==> src/rtl/kff_pkg.sv <==
// Shared constants, types and control structs of the KMP failure-table builder.
`default_nettype none

package kff_pkg;

    // Longest pattern that the stores can hold.
    localparam int MAX_LEN = 256;

    // Store index width, and a position counter width that can also hold MAX_LEN.
    localparam int LEN_W = (MAX_LEN > 1) ? $clog2(MAX_LEN) : 1;
    localparam int POS_W = $clog2(MAX_LEN + 1);

    // Widths of the word fields.
    localparam int CH_W      = 8;
    localparam int BORDER_OW = 9;
    localparam int POS_OW    = 8;
    localparam int S_DATA_W  = 8;
    localparam int M_DATA_W  = 24;

    // Internal border values hold -1 up to MAX_LEN-2 and are never narrower than the output field.
    localparam int BRD_W  = (LEN_W + 1 > BORDER_OW) ? (LEN_W + 1) : BORDER_OW;
    // Position widened so that the output field can always be part-selected from it.
    localparam int POSX_W = (LEN_W > POS_OW) ? LEN_W : POS_OW;

    typedef logic signed [BRD_W-1:0] t_border;

    // Commands from the controller to the datapath.
    typedef struct packed {
        logic load;   // a word is accepted this cycle
        logic walk;   // take one fallback step and read the stores again
        logic done;   // the walk has ended: record the border and give the result
    } t_dp_cmd;

    // Status from the datapath to the controller.
    typedef struct packed {
        logic need_walk;  // the waiting character needs a fallback walk
        logic hit;        // stored character after the current border matches
        logic j_neg;      // the candidate border is empty
        logic out_free;   // the output register can take a result this cycle
    } t_dp_sts;

endpackage

`default_nettype wire

==> src/rtl/kff_ctrl.sv <==
// Controller state machine of the KMP failure-table builder.
`default_nettype none

module kff_ctrl
    import kff_pkg::*;
(
    input  wire logic    i_clk,
    input  wire logic    i_rst_n,
    input  wire logic    i_s_tvalid,
    output logic         o_s_tready,
    input  wire t_dp_sts i_sts,
    output t_dp_cmd      o_cmd
);

    typedef enum logic [1:0] {
        ST_IDLE = 2'b01,
        ST_WALK = 2'b10
    } t_state;

    t_state r_state;
    t_state n_state;

    // Next state and commands.
    always_comb begin
        n_state    = r_state;
        o_s_tready = 1'b0;
        o_cmd      = '0;
        case (r_state)
            ST_IDLE: begin
                o_s_tready = i_sts.out_free;
                if (i_s_tvalid && i_sts.out_free) begin
                    o_cmd.load = 1'b1;
                    if (i_sts.need_walk) begin
                        n_state = ST_WALK;
                    end
                end
            end
            ST_WALK: begin
                if (i_sts.hit || i_sts.j_neg) begin
                    // The walk has ended; wait for room in the output register.
                    if (i_sts.out_free) begin
                        o_cmd.done = 1'b1;
                        n_state    = ST_IDLE;
                    end
                end else begin
                    o_cmd.walk = 1'b1;
                end
            end
            default: begin
                n_state = ST_IDLE;
            end
        endcase
    end

    // State register.
    always_ff @(posedge i_clk) begin
        if (!i_rst_n) begin
            r_state <= ST_IDLE;
        end else begin
            r_state <= n_state;
        end
    end

endmodule

`default_nettype wire

==> config.mk <==
export PLATFORM = sky130hd
export DESIGN_NAME = kff_ctrl
export DESIGN_NICKNAME = d
export VERILOG_FILES = /design/src/rtl/kff_pkg.sv /design/src/rtl/kff_ctrl.sv
export SDC_FILE = /design/constraint.sdc
export NUM_CORES = 1
export LEC_CHECK = 0
export BUFFER_PORTS_ARGS = -buffer_cell sky130_fd_sc_hd__buf_4
export CAP_MARGIN = 20
export CORE_AREA = 2 2 39 41
export CTS_CLUSTER_DIAMETER = 120
export CTS_CLUSTER_SIZE = 8
export DETAILED_ROUTE_END_ITERATION = 12
export DIE_AREA = 0 0 41 43
export GPL_TIMING_DRIVEN = 0
export SETUP_SLACK_MARGIN = 0.3
export SKIP_CTS_REPAIR_TIMING = 1
export SYNTH_ARGS = -nofsm -noshare
export SYNTH_HDL_FRONTEND = slang
export SYNTH_SLANG_ARGS = --single-unit
==> constraint.sdc <==
create_clock -name i_clk -period 1.5 [get_ports i_clk]
set_input_delay 0.075 -clock i_clk [delete_from_list [all_inputs] [get_ports i_clk]]
set_output_delay 0.075 -clock i_clk [all_outputs]
set_load 0.01 [all_outputs]
==> impl_metrics.xml <==
<?xml version="1.0" encoding="UTF-8"?>
<metrics>
  <group name="route">
    <metric name="drt_first_pass_iters" unit="">4</metric>
    <metric name="detailroute.via_count" unit="">153</metric>
    <metric name="detailedRoute.firstIterationViolations" unit="">2</metric>
    <metric name="viasPerCell" unit="">3.732</metric>
    <metric name="post-route-drc-count" unit="">0</metric>
    <metric name="wire_per_inst" unit="µm">8.756</metric>
    <metric name="finalWirelength" unit="µm">359</metric>
    <metric name="antenna_left" unit="">0</metric>
  </group>
  <group name="synth">
    <metric name="synth_compound_gate_area_share" unit="%">21.59</metric>
    <metric name="synth_area_per_cell" unit="µm²">9.176</metric>
    <metric name="synthDominantAreaCellType" unit="">dfxtp_1</metric>
    <metric name="ys.warnings.count" unit="">0</metric>
    <metric name="synthTopCellsByArea" unit="">dfxtp_1 36%, and4b_4 13%, a32o_1 9.1%</metric>
    <metric name="synth-xor-area-share" unit="%">0</metric>
    <metric name="post-synth-top-area-fraction" unit="%">36.36</metric>
    <metric name="synthAdderAreaFrac" unit="%">0</metric>
    <metric name="synth-seq-area-share" unit="%">36.36</metric>
    <metric name="synth.lib_cells_used.distinct" unit="">10</metric>
    <metric name="post_synthesis_simple_gate_area_fraction" unit="%">42.05</metric>
    <metric name="synthMuxAreaShare" unit="%">0</metric>
    <metric name="yosys_register_bits" unit="">2</metric>
    <metric name="largest_family_of_logic_cells_by_synthesized_area" unit="">simple AND/OR/NAND/NOR gates</metric>
    <metric name="netlist_area" unit="µm²">110.1</metric>
    <metric name="synthesis.nets" unit="">19</metric>
    <metric name="netlist_instances" unit="">12</metric>
  </group>
  <group name="cells_and_area">
    <metric name="most_common_cell_after_layout_fill_and_taps_aside" unit="">buf_4</metric>
    <metric name="syn2layout_area_growth" unit="%">112.5</metric>
    <metric name="nets" unit="">34</metric>
    <metric name="largest_register_ff_count" unit="">2</metric>
    <metric name="count_of_antenna_diodes_in_the_layout" unit="">0</metric>
    <metric name="layout-drive-gt1-share" unit="%">64.00</metric>
    <metric name="final-instance-count-excl-fill" unit="">41</metric>
    <metric name="layout_common_cells" unit="">10 x buf_4, 3 x clkbuf_4, 2 x nor2_1</metric>
    <metric name="biggestRegsByFlops" unit="">r_state: 2 flops</metric>
    <metric name="largest_register" unit="">r_state</metric>
  </group>
  <group name="global_routing">
    <metric name="gr-usage-all-layers" unit="%">5.005</metric>
    <metric name="grt_first_pass_wirelength" unit="µm">517</metric>
    <metric name="grt_max_degree" unit="">5</metric>
    <metric name="antenna_found_initial" unit="">0</metric>
    <metric name="grt_overflow_total" unit="">0</metric>
    <metric name="grt_pass1_vias" unit="">147</metric>
  </group>
  <group name="timing">
    <metric name="slew-limit-headroom" unit="%">74.98</metric>
    <metric name="timing_hold_violations_final" unit="">0</metric>
    <metric name="finalMaxSlewViolations" unit="">0</metric>
    <metric name="setup-violations-final" unit="">0</metric>
    <metric name="worst-slew-pin-transition" unit="ps">371.4</metric>
    <metric name="period_minus_slack" unit="ps">1111</metric>
    <metric name="worst_case_clock_skew" unit="ps">0.7428</metric>
    <metric name="max_freq" unit="MHz">900.2</metric>
    <metric name="timing.final.crit_share" unit="%">74.06</metric>
    <metric name="timing.setup.tns" unit="ps">0</metric>
    <metric name="setup_repair_after_global_routing_missed_its_margin" unit="">false</metric>
    <metric name="setup_ws" unit="ps">389.1</metric>
  </group>
  <group name="clocking">
    <metric name="cts_made_buffers" unit="">3</metric>
    <metric name="tritoncts_clock_tree" unit="">done</metric>
    <metric name="path_clk_slew" unit="ps">30</metric>
    <metric name="clock_sinks" unit="">2</metric>
    <metric name="cts_buffer_depth" unit="">2</metric>
    <metric name="clock_tree.root_cell" unit="">clkbuf_4</metric>
    <metric name="clock_tree.htree_level_count" unit="">1</metric>
    <metric name="clk_latency" unit="ps">220</metric>
  </group>
  <group name="worst_setup_path">
    <metric name="slowest_delay" unit="ps">320</metric>
    <metric name="setup.worst_path.end" unit="">o_cmd[0]</metric>
    <metric name="timing.critical_path.from_type" unit="">register</metric>
    <metric name="critPathArrivalTime" unit="ps">1040</metric>
    <metric name="timing.critical_path.to_type" unit="">output port</metric>
    <metric name="r2r_cells" unit="">2</metric>
    <metric name="critPathMaxFanout" unit="">4</metric>
    <metric name="cp_cell_sequence" unit="">or2b_1, nor2_1, buf_4</metric>
    <metric name="timing.reg2reg.setup_slack" unit="ps">610</metric>
    <metric name="rr_endpoint" unit="">r_state[1]</metric>
    <metric name="timing.setup.critical_path_class" unit="">register to output port</metric>
    <metric name="r2r-start" unit="">r_state[1]</metric>
    <metric name="required_time_reported_for_the_critical_path_endpoint" unit="ps">1420</metric>
    <metric name="worst-path-buf-inv" unit="">1</metric>
    <metric name="timing.critical_path.from" unit="">r_state[1]</metric>
    <metric name="critPathSlowestCell" unit="">dfxtp_2</metric>
    <metric name="wp_depth" unit="">3</metric>
    <metric name="critical_path.top_delay_family" unit="">simple AND/OR/NAND/NOR gates</metric>
  </group>
  <group name="floorplan">
    <metric name="rows" unit="">14</metric>
    <metric name="ios" unit="">11</metric>
    <metric name="design.core.area" unit="mm²">0.001384</metric>
    <metric name="floorplan.die_area" unit="mm²">0.001763</metric>
    <metric name="die_h" unit="µm">43</metric>
    <metric name="chipWidth" unit="µm">41</metric>
    <metric name="floorplan.initialDensity" unit="%">7.957</metric>
  </group>
  <group name="power_and_ir_drop">
    <metric name="p_leak" unit="µW">0.0001071</metric>
    <metric name="power_density" unit="mW/mm²">876.8</metric>
    <metric name="netSwitchingFraction" unit="%">20.73</metric>
    <metric name="worst_vdd_ir" unit="mV">0.2852</metric>
    <metric name="comb_power_share" unit="%">15.2</metric>
    <metric name="clockPowerShare" unit="%">57.3</metric>
    <metric name="power_report.internal_total" unit="µW">162.6</metric>
    <metric name="power_frac_seq" unit="%">27.5</metric>
    <metric name="power.switching" unit="µW">42.52</metric>
  </group>
  <group name="hold_path">
    <metric name="hp-class" unit="">input pin to register</metric>
  </group>
  <group name="job">
    <metric name="cap_violations" unit="">0</metric>
  </group>
  <group name="place">
    <metric name="pre_cts_slack" unit="ps">567.3</metric>
    <metric name="finalWeightedCongestion" unit="">0.5780</metric>
    <metric name="port_buffers" unit="">10</metric>
    <metric name="place.detailed.instances" unit="">38</metric>
  </group>
  <group name="run_status">
    <metric name="outcome" unit="">completed</metric>
  </group>
</metrics>
[metal layers]
metal / wire (µm) / global-route usage (%) / share of wire, %
met1: 159 / 5.732 / 44
met2: 128 / 5.000 / 36
met3: 71 / 2.094 / 20
met4: 0 / 8.000 / 0
met5: 0 / 0 / 0
[Yosys cell counts (all sizes together)]
| cell type | number |
|---|---|
| dfxtp | 2 |
| nor2 | 2 |
| a32o | 1 |
| a32oi | 1 |
| and3b | 1 |
| and4b | 1 |
| nand2 | 1 |
| nor3 | 1 |
| o21ai | 1 |
| or2b | 1 |
[cell families (layout without fill, tap and decap cells)]
group	Yosys count	count (layout)
buffers and inverters	0	13
AND/OR/NAND/NOR	7	7
flip-flops	2	2
AO/OA/AOI/OAI	3	3
[layout make-up]
type	instances	area [µm²]
Clock buffer	3	22.52
Fill cell	164	1150
Multi-Input combinational cell	10	75.07
Sequential cell	2	41.29
Tap cell	16	20.02
Timing Repair Buffer	10	75.07
[per-stage QoR]
| stage | instance area [µm²] | total power [µW] | hold WS [ps] | utilization [%] |
|---|---|---|---|---|
| global route | 234.0 | 220.4 | 59.56 | 16.91 |
| global placement | 205.2 | 87.30 | 289.6 | 14.83 |
| detailed placement | 205.2 | 87.73 | 301.2 | 14.83 |
| finish | 234.0 | 205.2 | 69.88 | 16.91 |
| floorplan | 110.1 | 66.84 | 191.9 | - |
| CTS | 227.7 | 214.3 | 59.74 | 16.46 |
[worst register-to-register path: stages, from the launching register on]
cell and delay [ps]:
dfxtp_2 320, and4b_4 210, a32o_1 250
[power groups by stage]
stage / clock, µW / combinational (µW) / sequential (µW)
after detailed placement: 0 / 30.7 / 57.1
after CTS: 127 / 30.9 / 56.4
after global placement: 0 / 30.3 / 56.9
final: 117 / 31.2 / 56.5
after floorplan: 0 / 10.1 / 56.7
after global routing: 129 / 34.2 / 56.8
[worst min-delay path by stage]
| stage | from | endpoint | slack (ps) | cells past startpoint |
|---|---|---|---|---|
| final | i_sts[3] | r_state[0] | 70 | 2 |
| after global routing | i_sts[3] | r_state[0] | 60 | 2 |
| after CTS | i_sts[3] | r_state[0] | 60 | 2 |
| after detailed placement | i_sts[3] | r_state[0] | 300 | 2 |
| after global placement | i_sts[3] | r_state[0] | 290 | 2 |
| after floorplan | i_sts[3] | r_state[0] | 190 | 1 |
Note: power is estimated with default switching activity, not from simulation.
